[src/crs_pkg.sv]
// ----------------------------------------------------------------------------
// crs_pkg: shared types and constants of the client readiness scoreboard
// Holds the request and response formats, the command codes, the sequencer
// states and the control and status groups between the top level and the
// bitmap store.
// ----------------------------------------------------------------------------
package crs_pkg;

    localparam int MAX_CLIENTS = 64;
    localparam int CLIENT_W    = $clog2(MAX_CLIENTS);
    localparam int COUNT_W     = $clog2(MAX_CLIENTS + 1);
    localparam int KIND_W      = 3;
    localparam int LIMIT_W     = 7;

    localparam logic [COUNT_W-1:0] COUNT_MAX = COUNT_W'(MAX_CLIENTS);

    // Command codes carried in the kind field of a request.
    localparam logic [KIND_W-1:0] KIND_CONNECT    = 3'd0;
    localparam logic [KIND_W-1:0] KIND_DISCONNECT = 3'd1;
    localparam logic [KIND_W-1:0] KIND_READY      = 3'd2;
    localparam logic [KIND_W-1:0] KIND_CLEAR      = 3'd3;
    localparam logic [KIND_W-1:0] KIND_RESET_ALL  = 3'd4;
    localparam logic [KIND_W-1:0] KIND_LIST       = 3'd5;

    typedef enum logic [1:0] {
        ST_IDLE,
        ST_APPLY,
        ST_REPLY,
        ST_SCAN
    } state_t;

    typedef struct packed {
        logic [KIND_W-1:0]   kind;
        logic [CLIENT_W-1:0] client;
        logic [LIMIT_W-1:0]  list_limit;
    } req_t;

    typedef struct packed {
        logic                applied;
        logic                missing_valid;
        logic [CLIENT_W-1:0] missing_client;
        logic                last;
        logic                all_ready;
        logic [COUNT_W-1:0]  ready_count;
        logic [COUNT_W-1:0]  connected_count;
    } rsp_t;

    // Command from the sequencer to the bitmap store.
    typedef struct packed {
        logic                apply;
        logic [KIND_W-1:0]   kind;
        logic [CLIENT_W-1:0] client;
        logic                in_range;
    } map_cmd_t;

    // Status from the bitmap store back to the sequencer.
    typedef struct packed {
        logic               applied;
        logic               probe_ready;
        logic               all_ready;
        logic [COUNT_W-1:0] ready_count;
        logic [COUNT_W-1:0] conn_count;
    } map_stat_t;

endpackage

[src/crs_maps.sv]
// ----------------------------------------------------------------------------
// crs_maps: connected and ready bitmaps with running population counts
// Applies one command per strobe and answers the single-bit probe that the
// list scan steps through, plus the all-ready flag over the active clients.
// ----------------------------------------------------------------------------
module crs_maps
    import crs_pkg::*;
(
    input  logic                   clk,
    input  logic                   rst_n,
    input  map_cmd_t               cmd,
    input  logic [CLIENT_W-1:0]    probe_idx,
    input  logic [MAX_CLIENTS-1:0] active_mask,
    input  logic                   active_any,
    output map_stat_t              stat
);

    logic [MAX_CLIENTS-1:0] conn_map_reg;
    logic [MAX_CLIENTS-1:0] conn_map_next;
    logic [MAX_CLIENTS-1:0] ready_map_reg;
    logic [MAX_CLIENTS-1:0] ready_map_next;
    logic [COUNT_W-1:0]     conn_cnt_reg;
    logic [COUNT_W-1:0]     conn_cnt_next;
    logic [COUNT_W-1:0]     ready_cnt_reg;
    logic [COUNT_W-1:0]     ready_cnt_next;
    logic                   conn_bit;
    logic                   ready_bit;
    logic                   applied;

    assign conn_bit  = conn_map_reg[cmd.client];
    assign ready_bit = ready_map_reg[cmd.client];

    always_comb
    begin
        case (cmd.kind)
            KIND_CONNECT:    applied = cmd.in_range;
            KIND_DISCONNECT: applied = cmd.in_range;
            KIND_CLEAR:      applied = cmd.in_range;
            KIND_READY:      applied = cmd.in_range && conn_bit;
            KIND_RESET_ALL:  applied = 1'b1;
            default:         applied = 1'b0;
        endcase
    end

    // A ready bit is only ever set on a connected client, so the ready map
    // stays a subset of the connected map and the counts move by one.
    always_comb
    begin
        conn_map_next  = conn_map_reg;
        ready_map_next = ready_map_reg;
        conn_cnt_next  = conn_cnt_reg;
        ready_cnt_next = ready_cnt_reg;
        if (cmd.apply && applied)
        begin
            case (cmd.kind)
                KIND_CONNECT:
                begin
                    conn_map_next[cmd.client] = 1'b1;
                    if (!conn_bit)
                        conn_cnt_next = conn_cnt_reg + COUNT_W'(1);
                end
                KIND_DISCONNECT, KIND_CLEAR:
                begin
                    conn_map_next[cmd.client]  = 1'b0;
                    ready_map_next[cmd.client] = 1'b0;
                    if (conn_bit)
                        conn_cnt_next = conn_cnt_reg - COUNT_W'(1);
                    if (ready_bit)
                        ready_cnt_next = ready_cnt_reg - COUNT_W'(1);
                end
                KIND_READY:
                begin
                    ready_map_next[cmd.client] = 1'b1;
                    if (!ready_bit)
                        ready_cnt_next = ready_cnt_reg + COUNT_W'(1);
                end
                KIND_RESET_ALL:
                begin
                    conn_map_next  = '0;
                    ready_map_next = '0;
                    conn_cnt_next  = '0;
                    ready_cnt_next = '0;
                end
                default:
                begin
                    conn_map_next = conn_map_reg;
                end
            endcase
        end
    end

    always_ff @(posedge clk or negedge rst_n)
    begin
        if (!rst_n)
        begin
            conn_map_reg  <= '0;
            ready_map_reg <= '0;
            conn_cnt_reg  <= '0;
            ready_cnt_reg <= '0;
        end
        else
        begin
            conn_map_reg  <= conn_map_next;
            ready_map_reg <= ready_map_next;
            conn_cnt_reg  <= conn_cnt_next;
            ready_cnt_reg <= ready_cnt_next;
        end
    end

    assign stat.applied     = applied;
    assign stat.probe_ready = ready_map_reg[probe_idx];
    assign stat.all_ready   = active_any && ((ready_map_reg & active_mask) == active_mask);
    assign stat.ready_count = ready_cnt_reg;
    assign stat.conn_count  = conn_cnt_reg;

endmodule

[src/client_readiness_scoreboard_unit.sv]
// ----------------------------------------------------------------------------
// client_readiness_scoreboard_unit: per-client connected and ready tracking
// Takes connect, disconnect, ready, clear, reset-all and list-missing
// requests and answers each with one response, or one response per missing
// client for a list request.
// ----------------------------------------------------------------------------
//
//  Channel   Handshake            Payload    Direction
//  req       req_valid/req_stall  req_data   into the block
//  rsp       rsp_valid/rsp_stall  rsp_data   out of the block
//  cfg       cfg_valid/cfg_ready  cfg_data   into the block (client count)
//
// A non-list request, once accepted, passes through the apply state, which
// applies it to the bitmaps, and the reply state, which loads the response
// once the response register is free, and then returns to idle, where the
// next request is taken. A list request steps the single-bit probe through
// one client index per cycle unless a stalled response holds it, and
// ends at the active count or the limit; each index that it reports waits
// for the response register to be free. Reset clears both bitmaps, both
// counts and the response valid flag, and sets the client count to its
// maximum. A stalled response holds the scan, but a request can be
// accepted in the idle state while the previous response still waits.
//
module client_readiness_scoreboard_unit
    import crs_pkg::*;
(
    input  logic               clk,
    input  logic               rst_n,
    input  logic               req_valid,
    output logic               req_stall,
    input  req_t               req_data,
    output logic               rsp_valid,
    input  logic               rsp_stall,
    output rsp_t               rsp_data,
    input  logic               cfg_valid,
    output logic               cfg_ready,
    input  logic [COUNT_W-1:0] cfg_data
);

    state_t                 state_reg;
    state_t                 state_next;
    req_t                   req_reg;
    logic [COUNT_W-1:0]     count_reg;
    logic [COUNT_W-1:0]     active_n;
    logic [MAX_CLIENTS-1:0] active_mask;
    logic [COUNT_W-1:0]     scan_reg;
    logic [LIMIT_W-1:0]     found_reg;
    logic                   pend_valid_reg;
    logic [CLIENT_W-1:0]    pend_idx_reg;
    logic                   applied_reg;
    logic                   rsp_valid_reg;
    rsp_t                   rsp_reg;
    map_cmd_t               map_cmd;
    map_stat_t              map_stat;
    logic                   req_take;
    logic                   out_free;
    logic                   scan_done;
    logic                   push;
    rsp_t                   push_data;
    logic                   scan_step;
    logic                   take_pend;
    logic                   map_apply;

    // The active client count saturates at the table size; the register holds the written value.
    assign active_n = (count_reg > COUNT_MAX) ? COUNT_MAX : count_reg;

    always_comb
    begin
        for (int i = 0; i < MAX_CLIENTS; i++)
        begin
            active_mask[i] = (COUNT_W'(i) < active_n);
        end
    end

    assign req_stall = (state_reg != ST_IDLE);
    assign req_take  = req_valid && !req_stall;
    assign cfg_ready = 1'b1;
    assign out_free  = !rsp_valid_reg || !rsp_stall;

    // The scan ends at the active count or once the limit has been reached.
    assign scan_done = (scan_reg >= active_n) || (found_reg == req_reg.list_limit);

    assign map_cmd.apply    = map_apply;
    assign map_cmd.kind     = req_reg.kind;
    assign map_cmd.client   = req_reg.client;
    assign map_cmd.in_range = ({1'b0, req_reg.client} < active_n);

    crs_maps u_maps
    (
        .clk         (clk),
        .rst_n       (rst_n),
        .cmd         (map_cmd),
        .probe_idx   (scan_reg[CLIENT_W-1:0]),
        .active_mask (active_mask),
        .active_any  (active_n != '0),
        .stat        (map_stat)
    );

    // Next state.
    always_comb
    begin
        state_next = state_reg;
        case (state_reg)
            ST_IDLE:
            begin
                if (req_take)
                    state_next = (req_data.kind == KIND_LIST) ? ST_SCAN : ST_APPLY;
            end
            ST_APPLY:
            begin
                state_next = ST_REPLY;
            end
            ST_REPLY:
            begin
                if (out_free)
                    state_next = ST_IDLE;
            end
            ST_SCAN:
            begin
                if (scan_done && out_free)
                    state_next = ST_IDLE;
            end
            default:
            begin
                state_next = ST_IDLE;
            end
        endcase
    end

    // Sequencer outputs. A found index is held back one step so that the
    // last flag is known when it goes out: it leaves as a non-final response
    // when the next missing index turns up, or as the final one at the end.
    always_comb
    begin
        push                      = 1'b0;
        scan_step                 = 1'b0;
        take_pend                 = 1'b0;
        map_apply                 = 1'b0;
        push_data.applied         = 1'b1;
        push_data.missing_valid   = 1'b0;
        push_data.missing_client  = '0;
        push_data.last            = 1'b1;
        push_data.all_ready       = map_stat.all_ready;
        push_data.ready_count     = map_stat.ready_count;
        push_data.connected_count = map_stat.conn_count;
        case (state_reg)
            ST_IDLE:
            begin
                push = 1'b0;
            end
            ST_APPLY:
            begin
                map_apply = 1'b1;
            end
            ST_REPLY:
            begin
                push              = out_free;
                push_data.applied = applied_reg;
            end
            ST_SCAN:
            begin
                if (scan_done)
                begin
                    push                    = out_free;
                    push_data.missing_valid = pend_valid_reg;
                    push_data.missing_client =
                        pend_valid_reg ? pend_idx_reg : '0;
                end
                else if (!map_stat.probe_ready)
                begin
                    if (!pend_valid_reg)
                    begin
                        take_pend = 1'b1;
                        scan_step = 1'b1;
                    end
                    else if (out_free)
                    begin
                        push                     = 1'b1;
                        push_data.missing_valid  = 1'b1;
                        push_data.missing_client = pend_idx_reg;
                        push_data.last           = 1'b0;
                        take_pend                = 1'b1;
                        scan_step                = 1'b1;
                    end
                end
                else
                begin
                    scan_step = 1'b1;
                end
            end
            default:
            begin
                push = 1'b0;
            end
        endcase
    end

    always_ff @(posedge clk or negedge rst_n)
    begin
        if (!rst_n)
        begin
            state_reg      <= ST_IDLE;
            count_reg      <= COUNT_MAX;
            scan_reg       <= '0;
            found_reg      <= '0;
            pend_valid_reg <= 1'b0;
            applied_reg    <= 1'b0;
            rsp_valid_reg  <= 1'b0;
        end
        else
        begin
            state_reg <= state_next;
            if (cfg_valid && cfg_ready)
                count_reg <= cfg_data;
            if (req_take)
            begin
                scan_reg       <= '0;
                found_reg      <= '0;
                pend_valid_reg <= 1'b0;
            end
            else
            begin
                if (scan_step)
                    scan_reg <= scan_reg + COUNT_W'(1);
                if (take_pend)
                begin
                    found_reg      <= found_reg + LIMIT_W'(1);
                    pend_valid_reg <= 1'b1;
                end
            end
            if (map_apply)
                applied_reg <= map_stat.applied;
            if (push)
                rsp_valid_reg <= 1'b1;
            else if (!rsp_stall)
                rsp_valid_reg <= 1'b0;
        end
    end

    always_ff @(posedge clk)
    begin
        if (req_take)
            req_reg <= req_data;
        if (take_pend)
            pend_idx_reg <= scan_reg[CLIENT_W-1:0];
        if (push)
            rsp_reg <= push_data;
    end

    assign rsp_valid = rsp_valid_reg;
    assign rsp_data  = rsp_reg;

    // The held index always lies behind the scan position.
    a_pend_behind_scan: assert property (@(posedge clk) disable iff (!rst_n)
        (state_reg == ST_SCAN && pend_valid_reg) |-> ({1'b0, pend_idx_reg} < scan_reg))
        else $error("held missing index is not behind the scan position");

    // The scan never finds more indices than the request allows.
    a_found_within_limit: assert property (@(posedge clk) disable iff (!rst_n)
        (state_reg == ST_SCAN) |-> (found_reg <= req_reg.list_limit))
        else $error("list scan found more indices than its limit");

    // A reported missing index only comes from an applied list request.
    a_missing_applied: assert property (@(posedge clk) disable iff (!rst_n)
        (rsp_valid_reg && rsp_reg.missing_valid) |-> rsp_reg.applied)
        else $error("missing index reported on an ignored request");

    // Ready clients are always a subset of connected clients.
    a_ready_le_connected: assert property (@(posedge clk) disable iff (!rst_n)
        map_stat.ready_count <= map_stat.conn_count)
        else $error("ready count exceeds connected count");

    // A non-final list response is always followed by more of the same list.
    a_scan_continues: assert property (@(posedge clk) disable iff (!rst_n)
        (push && !push_data.last) |=> (state_reg == ST_SCAN))
        else $error("list ended after a response without the last flag");

endmodule

[config.mk]
export PLATFORM = sky130hd
export DESIGN_NAME = client_readiness_scoreboard_unit
export DESIGN_NICKNAME = d
export VERILOG_FILES = /design/src/crs_pkg.sv /design/src/crs_maps.sv /design/src/client_readiness_scoreboard_unit.sv
export SDC_FILE = /design/constraint.sdc
export NUM_CORES = 1
export LEC_CHECK = 0
export BUFFER_PORTS_ARGS = -buffer_cell sky130_fd_sc_hd__buf_4
export CAP_MARGIN = 30
export CORE_AREA = 2 2 170 172
export DETAILED_ROUTE_END_ITERATION = 10
export DIE_AREA = 0 0 172 174
export GPL_TIMING_DRIVEN = 0
export PLACE_DENSITY = 0.58
export SYNTH_ARGS = -nofsm -noshare
export SYNTH_HDL_FRONTEND = slang
export SYNTH_SLANG_ARGS = --single-unit
[constraint.sdc]
create_clock -name clk -period 5.1 [get_ports clk]
set_input_delay 0.51 -clock clk [delete_from_list [all_inputs] [get_ports clk]]
set_output_delay 0.51 -clock clk [all_outputs]
set_load 0.02 [all_outputs]
==> metrics.md, run 1 <==
| Metric | Value |
|---|---|
| FILL cells | 2,693 |
| TritonCTS clock tree | yes |
| H-tree levels | 1 |
| Antenna viol nets, final | 0 |
| Async S/R FF share, synth | 78.50% |
| Sum of internal, switching and leakage power | 6.258 mW |
| Violation count after the first detailed-route iteration | about 1,300 |
| Total track usage | a little under a third |
| Worst IR Drop VDD | about 230 µV |
| Insertion delay to the later sink of the worst-skew pair | about 560 ps |
| Register area | between 0.005 and 0.006 mm² |
| Clock sink count | 214 |
| Setup Viol. Count Final | 0 |
| Post-cts resize count | 0 |
| Deepest clock path buffer count | 3 |
| Most numerous cell types in the synthesized netlist | 167 x sky130_fd_sc_hd__dfrtp_1, 162 x sky130_fd_sc_hd__o21ai_0, 135 x sky130_fd_sc_hd__nand2_1 |
| Busiest layer in global routing | met2 |
| Unrepaired setup endpoints after global routing | false |
| WP data required | approximately 5500 ps |
| Cell Area, Placed | between 0.01 and 0.015 mm² |
| Setup slack at placement | a little under 700 ps |
| Average size of a mapped cell | between 9 and 10 µm² |
| Reported leakage power | 5.733 nW |
| Maximum net fanout on the critical path | 10 |
| Instance count of the mapped netlist | ~1,300 |
| Via total after detailed routing | about 11,000 |
| Leftover overflow at the end of global routing | 0 |
| Vias in the first global route | between 10,000 and 15,000 |
| Global-route met3 utilization | under 10% |
| Initial Utilization | between 40% and 50% |
| Row cnt | 62 |
| Maximum achievable frequency | 220.4 MHz |
| Unique cell type count in the Yosys netlist | 77 |
| Synthesis-to-finish area growth | 14.99% |
| Run status | completed |
| Count of buffering cells on the critical path with inverters included | 2 |
| First-pass iteration count of the detailed router | 5 |
| Crit Path Class | reg -> reg |
| Area of the mapped netlist | between 0.01 and 0.015 mm² |
| Die area | around 0.030 mm² |
| Period Utilization, post-route | between 80% and 90% |
| Cells along the critical path | and2_1 > buf_1 > a22oi_1 > a31oi_1 > or4b_1 > a2111oi_2 > a31o_2 > nand2_1 > clkbuf_1 > o21ai_1 |
| Global Route met1 Usage | between 40% and 50% |
| Post-DR vias/cell | ~6.2 |
| Post-synthesis cell type with the largest combined area | sky130_fd_sc_hd__dfrtp_1 |
| Relative slew slack | 28.41% |
| Startpoint kind of the worst setup timing path | flop |
| Post-layout nets | around 1,500 |
| Number of warnings issued by yosys | 0 |
| DRC violations left | 0 |
| Final clock skew | between 20 and 30 ps |
| First-pass GRT wire length | 68,740 µm |
| Die Y-Extent | approximately 170 µm |
| Area share of the largest cell type after synthesis | about 34% |
| Global routing met2 resource utilization | between 40% and 50% |
| Final std cell area, no fill | 0.01431 mm² |
| Category of cells accounting for the largest share of critical-path delay | compound AO/OA/AOI/OAI gates |
| Total clock buffers created by CTS | 26 |
| Share of post-route cells with drive strength above 1 | about an eighth |
| Data arrival time at the worst-slack endpoint | slightly below 5000 ps |
| # diodes | 0 |
| Combined area of the multi-input logic cells | ~0.0063 mm² |
| Proportion of synthesized chip area in sequential cells | 44.91% |
| Wire length reported by the detailed router | approximately 45,000 µm |
| Maximum cell stage delay along the critical path | around 670 ps |
| Final setup margin | 563.0 ps |
| Maximum number of pins on one net before global-route repair | approximately 100 |
| Core Area | ~0.028 mm² |
| Post-synth net total | between 1,000 and 1,500 |
| Clock transition at path regs | 60 ps |
| Most frequently used flop master after synthesis | sky130_fd_sc_hd__dfrtp_1 |
| Number of antenna violations at the first check in global routing | 0 |
| Dominant cell by count in the synthesized netlist | sky130_fd_sc_hd__dfrtp_1 |
| Die width | 172 µm |
| Top cells by area, synth | sky130_fd_sc_hd__dfrtp_1 34%, sky130_fd_sc_hd__edfxtp_1 11%, sky130_fd_sc_hd__o21ai_0 6.5% |
| Half-perimeter wire length after placement | between 30,000 and 40,000 µm |
| Final sum of negative setup slack | 0 ps |
| # Max-Cap Violations | 0 |
| Power Dens Cells | 437.5 mW/mm² |
| Kind of capture point of the worst setup path | flop |
| Weighted congestion reported at the end of routability-driven placement | 0.9791 |
| Ports placed on the boundary | 55 |
| Root buffer selected by CTS | sky130_fd_sc_hd__clkbuf_16 |
| Endpoints failing hold | 0 |
| Yosys reg bits | between 200 and 250 |
| Quantity of I/O buffers inserted on ports | 52 |
| Wire per inst | roughly 25 µm |
| Final number of max-transition violations | 0 |
| Minimum period implied by the final worst setup slack | about 4500 ps |
| CP max stage cell | sky130_fd_sc_hd__a2111oi_2 |
| Post-synth EDFFs | 46 |
| Slew of the pin with the lowest slew margin | 1066 ps |
| Hold/Removal Path Class | in -> reg |
==> metrics by stage <==
| step | std cells | hold slack [ps] | util [%] |
|---|---|---|---|
| 2_1_floorplan | 1321 | 214.4 | - |
| 3_3_place_gp | 1757 | 459.4 | 47.14 |
| 3_5_place_dp | 1761 | 454.0 | 47.36 |
| 4_1_cts | 1809 | 123.8 | 50.63 |
| 5_1_grt | 1810 | 129.4 | 50.66 |
| 6_report | 1810 | 130.4 | 50.66 |
==> worst reg2reg max path, stage by stage, from the launching register on <==
cell and delay, ps:
sky130_fd_sc_hd__edfxtp_1 580, sky130_fd_sc_hd__and2_1 340, sky130_fd_sc_hd__buf_1 380, sky130_fd_sc_hd__a22oi_1 300, sky130_fd_sc_hd__a31oi_1 160, sky130_fd_sc_hd__or4b_1 580, sky130_fd_sc_hd__a2111oi_2 680, sky130_fd_sc_hd__a31o_2 400
sky130_fd_sc_hd__nand2_1 320, sky130_fd_sc_hd__clkbuf_1 360, sky130_fd_sc_hd__o21ai_1 320
==> layer usage <==
metal  vias up  wire [µm]
met5         -          0
met4         0       2500
met3       135       3723
met2       585      20090
met1      5524      18600
li1       5043          -
==> repair_timing <==
| action | CTS | global route |
|---|---|---|
| hold buffers | 1 | 0 |
| endpoints found under the hold margin | 64 | 0 |
| buffers inserted | 0 | 0 |
==> power by group <==
| part | switching (mW) | internal (mW) | leakage [nW] |
|---|---|---|---|
| registers | 0.237 | 2.07 | 2.73 |
| clock network | 0.802 | 1.19 | 0.451 |
| logic | 1.24 | 0.725 | 2.55 |
| total | 2.27 | 3.98 | 5.73 |
==> kinds of logic (layout without fill, tap and decap cells) <==
family / Yosys count / after routing / share of synthesized area [%]
compound gates: 471 / 471 / 22.33
simple gates: 387 / 387 / 14.77
flops: 214 / 214 / 44.91
buf+inv: 127 / 232 / 4.435
mux: 76 / 76 / 9.454
fa+ha+maj: 26 / 26 / 2.736
xor+xnor: 19 / 19 / 1.338
other cells: 1 / 1 / 0.03014
==> layout by cell type (no fill, tap or decap), types with 10 or more instances in the layout <==
| master | n |
|---|---|
| sky130_fd_sc_hd__o21ai_1 | 50 |
| sky130_fd_sc_hd__nor3b_1 | 10 |
| sky130_fd_sc_hd__nor2_1 | 112 |
| sky130_fd_sc_hd__a21o_1 | 13 |
| sky130_fd_sc_hd__ha_1 | 24 |
| sky130_fd_sc_hd__edfxtp_1 | 46 |
| sky130_fd_sc_hd__and2_1 | 16 |
| sky130_fd_sc_hd__dfrtp_1 | 167 |
| sky130_fd_sc_hd__nand2_1 | 135 |
| sky130_fd_sc_hd__nor3_1 | 19 |
| sky130_fd_sc_hd__clkbuf_1 | 74 |
| sky130_fd_sc_hd__nand2b_1 | 12 |
| sky130_fd_sc_hd__o21ai_0 | 162 |
| sky130_fd_sc_hd__a31oi_1 | 24 |
| sky130_fd_sc_hd__mux4_2 | 29 |
| sky130_fd_sc_hd__buf_4 | 54 |
| sky130_fd_sc_hd__xnor2_1 | 10 |
| sky130_fd_sc_hd__clkbuf_16 | 27 |
| sky130_fd_sc_hd__mux2i_1 | 28 |
| sky130_fd_sc_hd__buf_2 | 14 |
| sky130_fd_sc_hd__o31ai_1 | 12 |
| sky130_fd_sc_hd__a22o_1 | 15 |
| sky130_fd_sc_hd__o2bb2ai_1 | 14 |
| sky130_fd_sc_hd__inv_1 | 26 |
| sky130_fd_sc_hd__nand3_1 | 13 |
| sky130_fd_sc_hd__o22ai_1 | 10 |
| sky130_fd_sc_hd__a22oi_1 | 12 |
| sky130_fd_sc_hd__nor2b_1 | 18 |
| sky130_fd_sc_hd__a21oi_1 | 116 |
==> final cells by class <==
cell class / count / area share (%)
Buffer: 98 / 3.096
Clock buffer: 28 / 4.819
Clock inverter: 19 / 1.566
Inverter: 29 / 0.7610
Multi-Input combinational cell: 980 / 44.08
Sequential cell: 214 / 39.05
Tap cell: 384 / 3.359
Timing Repair Buffer: 58 / 3.262
==> worst paths after layout <==
path	endpoint	slack [ps]	from	cells past startpoint
max	u_maps.ready_map_reg[46]	560	map_cmd[2]	10
min	map_cmd[2]	130	req_data[8]	1
max reg2reg	u_maps.ready_map_reg[46]	560	map_cmd[2]	10
min reg2reg	rsp_data[6]	470	u_maps.conn_cnt_reg[6]	0
max in group asynchronous	u_maps.ready_map_reg[40]	3660	rst_n	3
min in group asynchronous	u_maps.ready_cnt_reg[3]	490	rst_n	2
Power figures use the tool's default switching activity.
==> run 2, diff against run 1 <==
--- a/config.mk
+++ b/config.mk
@@ -5,13 +5,15 @@
 export SDC_FILE = /design/constraint.sdc
 export NUM_CORES = 1
 export LEC_CHECK = 0
+export ABC_AREA = 1
 export BUFFER_PORTS_ARGS = -buffer_cell sky130_fd_sc_hd__buf_4
 export CAP_MARGIN = 30
-export CORE_AREA = 2 2 170 172
+export CORE_AREA = 2 2 181 183
 export DETAILED_ROUTE_END_ITERATION = 10
-export DIE_AREA = 0 0 172 174
+export DIE_AREA = 0 0 183 185
 export GPL_TIMING_DRIVEN = 0
-export PLACE_DENSITY = 0.58
+export PLACE_DENSITY = 0.57
+export RECOVER_POWER = 100
 export SYNTH_ARGS = -nofsm -noshare
 export SYNTH_HDL_FRONTEND = slang
 export SYNTH_SLANG_ARGS = --single-unit
==> metrics.md, run 2 <==
| Metric | Value |
|---|---|
| Wire length reported by the detailed router | 53,860 µm |
| Half-perimeter wire length after placement | a little under 40,000 µm |
| Die width | 183 µm |
| Hold Path Stages | 1 |
| Row cnt | 66 |
| Number of warnings issued by yosys | 0 |
| Yosys reg bits | between 200 and 250 |
| Post-layout nets | 2,184 |
| Post-synth net total | around 2,100 |
| WP data required | approximately 5600 ps |
| Deepest clock path buffer count | 3 |
| Area share of the largest cell type after synthesis | 29.54% |
| Setup slack of the most critical reg-to-reg path | between 800 and 900 ps |
| Vias in the first global route | 13,623 |
| Final std cell area, no fill | between 0.015 and 0.02 mm² |
| Endpoints failing hold | 0 |
| Setup Viol. Count Final | 0 |
| Post-DR vias/cell | 5.796 |
| Startpoint of the tightest hold check path | req_data[5] |
| Proportion of synthesized chip area in sequential cells | between 30% and 40% |
| Period Utilization, post-route | between 80 and 90% |
| Clock sink count | 214 |
| Maximum achievable frequency | between 200 and 250 MHz |
| Core Area | 0.03204 mm² |
| Final number of max-transition violations | 60 |
| Hold/Removal Path Class | in -> reg |
| Worst reg-to-reg path cell count | 18 |
| Most numerous cell types in the synthesized netlist | 616 x sky130_fd_sc_hd__nand2_1, 365 x sky130_fd_sc_hd__o21ai_0, 167 x sky130_fd_sc_hd__dfrtp_1 |
| Root buffer selected by CTS | sky130_fd_sc_hd__clkbuf_16 |
| Tightest hold margin | 138.7 ps |
| Total track usage | around a third |
| Violation count after the first detailed-route iteration | between 1,500 and 2,000 |
| Post-synthesis cell type with the largest combined area | sky130_fd_sc_hd__dfrtp_1 |
| DRC violations left | 0 |
| Async S/R FF share, synth | 78.50% |
| Slew of the pin with the lowest slew margin | 3444 ps |
| FILL cells | 3,300 |
| Cell Area, Placed | around 0.015 mm² |
| Startpoint kind of the worst setup timing path | flop |
| Worst IR Drop VDD | 272.0 µV |
| Most frequently used flop master after synthesis | sky130_fd_sc_hd__dfrtp_1 |
| Run status | complete, but fails checks |
| Initial Utilization | between 40 and 50% |
| RR Startpoint | count_reg[2] |
| Area of the mapped netlist | about 0.014 mm² |
| Most used cells in the layout excluding fill and tap cells | 618 x sky130_fd_sc_hd__nand2_1, 398 x sky130_fd_sc_hd__o21ai_0, 167 x sky130_fd_sc_hd__dfrtp_1 |
| Kind of capture point of the worst setup path | flop |
| Unique cell type count in the Yosys netlist | 44 |
| Critical register-to-register path endpoint | u_maps.conn_map_reg[21] |
| H-tree levels | 1 |
| Dominant cell by count in the synthesized netlist | sky130_fd_sc_hd__nand2_1 |
| TritonCTS clock tree | yes |
| Die Y-Extent | 185 µm |
| Share of post-route cells with drive strength above 1 | under 10% |
| Setup fix buffers added after clock tree synthesis | 0 |
| Most common library cell in the layout ignoring fill and taps | sky130_fd_sc_hd__nand2_1 |
| Die area | between 0.03 and 0.04 mm² |
| Reported leakage power | around 7.0 nW |
| Post-synth EDFFs | 46 |
| Insertion delay to the later sink of the worst-skew pair | between 500 and 600 ps |
| First-pass iteration count of the detailed router | 5 |
| Maximum number of pins on one net before global-route repair | 110 |
| Minimum period implied by the final worst setup slack | 4227 ps |
| Antenna viol nets, final | 0 |
| Via total after detailed routing | 14,831 |
| # Max-Cap Violations | 1 |
| End point of the worst hold path | req_reg[5] |
| Maximum net fanout on the critical path | 11 |
| Wire per inst | about 21 µm |
| Instance count of the mapped netlist | 2,045 |
| Cts-stage hold buffer count | 1 |
| Weighted congestion reported at the end of routability-driven placement | slightly below 1 |
| Synthesis-to-finish area growth | 11.84% |
| Number of antenna violations at the first check in global routing | 1 |
| Crit Path Class | reg -> reg |
| Average size of a mapped cell | 6.919 µm² |
| First-pass GRT wire length | a little over 80,000 µm |
| Data arrival time at the worst-slack endpoint | 4720 ps |
| Post-cts resize count | 0 |
| Unrepaired setup endpoints after global routing | false |
| Leftover overflow at the end of global routing | 0 |
| Quantity of I/O buffers inserted on ports | 53 |
| Final sum of negative setup slack | 0 ps |
| Power Dens Cells | 438.4 mW/mm² |
| Top cells by area, synth | sky130_fd_sc_hd__dfrtp_1 30%, sky130_fd_sc_hd__nand2_1 16%, sky130_fd_sc_hd__o21ai_0 13% |
| Relative slew slack | -129.6% |
| Total clock buffers created by CTS | 27 |
| Clock transition at path regs | around 60 ps |
| Violated checks | capacitance limit, slew limit |
| Ports placed on the boundary | 55 |
| Sum of internal, switching and leakage power | just under 7 mW |
| Final clock skew | ~25 ps |
[run 2: routing by layer]
metal  track usage (%)  routed length (µm)
met1             44.76               23790
met2             46.30               22480
met3             8.140                5179
met4             14.14                2406
met5                 0                  10
[run 2: logic make-up (layout without fill, tap and decap cells)]
kind of cell	Yosys count	in the layout	synth area share [%]
and+or+nand+nor	969	969	28.17
AOI/OAI and AO/OA	550	550	20.54
buffers and inverters	261	366	7.870
DFF	214	214	39.49
adders and majority gates	26	26	2.405
xor gates and xnor gates	23	23	1.424
other	1	2	0.02650
muxes	1	1	0.07958
[run 2: stage by stage]
stage | utilization (%) | worst slack (ps) | cells
6_report | 49.39 | 872.5 | 2559
5_1_grt | 49.38 | 491.6 | 2558
4_1_cts | 49.93 | 1333 | 2558
3_5_place_dp | 47.16 | 1379 | 2508
3_3_place_gp | 46.99 | 927.9 | 2506
2_1_floorplan | - | 1815 | 2045
[run 2: critical path, cell delays in order (launching register included)]
cell	delay, ps
sky130_fd_sc_hd__dfrtp_1	580
sky130_fd_sc_hd__nor2_1	90
sky130_fd_sc_hd__nand3_1	120
sky130_fd_sc_hd__nand2_1	110
sky130_fd_sc_hd__nand2_1	90
sky130_fd_sc_hd__clkbuf_1	400
sky130_fd_sc_hd__ha_1	340
sky130_fd_sc_hd__a21oi_1	130
sky130_fd_sc_hd__nand2_1	70
sky130_fd_sc_hd__nand2_1	50
sky130_fd_sc_hd__nand3b_1	70
sky130_fd_sc_hd__nand2_1	60
sky130_fd_sc_hd__nand2_1	110
sky130_fd_sc_hd__a21oi_1	280
sky130_fd_sc_hd__nand2_2	100
sky130_fd_sc_hd__a21oi_1	870
sky130_fd_sc_hd__clkbuf_1	470
sky130_fd_sc_hd__nand3_1	130
sky130_fd_sc_hd__nand2_1	90
[run 2: where the power goes]
part	switching (mW)	internal [mW]	leakage, nW
combinational	1.84	0.712	3.86
clock	0.790	1.17	0.428
sequential	0.302	2.13	2.73
[run 2: worst max path at each step]
stage	from	end	depth (start not counted)
after floorplan	count_reg[4]	rsp_data[0]	14
after global placement	count_reg[4]	rsp_data[13]	14
after detailed placement	map_cmd[9]	u_maps.conn_cnt_reg[6]	15
after CTS	map_cmd[9]	u_maps.conn_cnt_reg[6]	15
after global routing	count_reg[2]	u_maps.conn_map_reg[36]	18
final	count_reg[2]	u_maps.conn_map_reg[21]	18
[run 2: cell type report]
type | instances | area [µm²] | area share, %
clock inverters | 9 | 122.6 | 0.7749
repair buffers | 56 | 341.6 | 2.159
clock buffers | 40 | 754.5 | 4.768
flip-flops and latches | 214 | 5587 | 35.30
diodes | 1 | 2.502 | 0.01581
well taps | 408 | 510.5 | 3.226
multi-input cells | 1570 | 7435 | 46.98
inverters | 146 | 548.0 | 3.463
plain buffers | 115 | 523.0 | 3.305
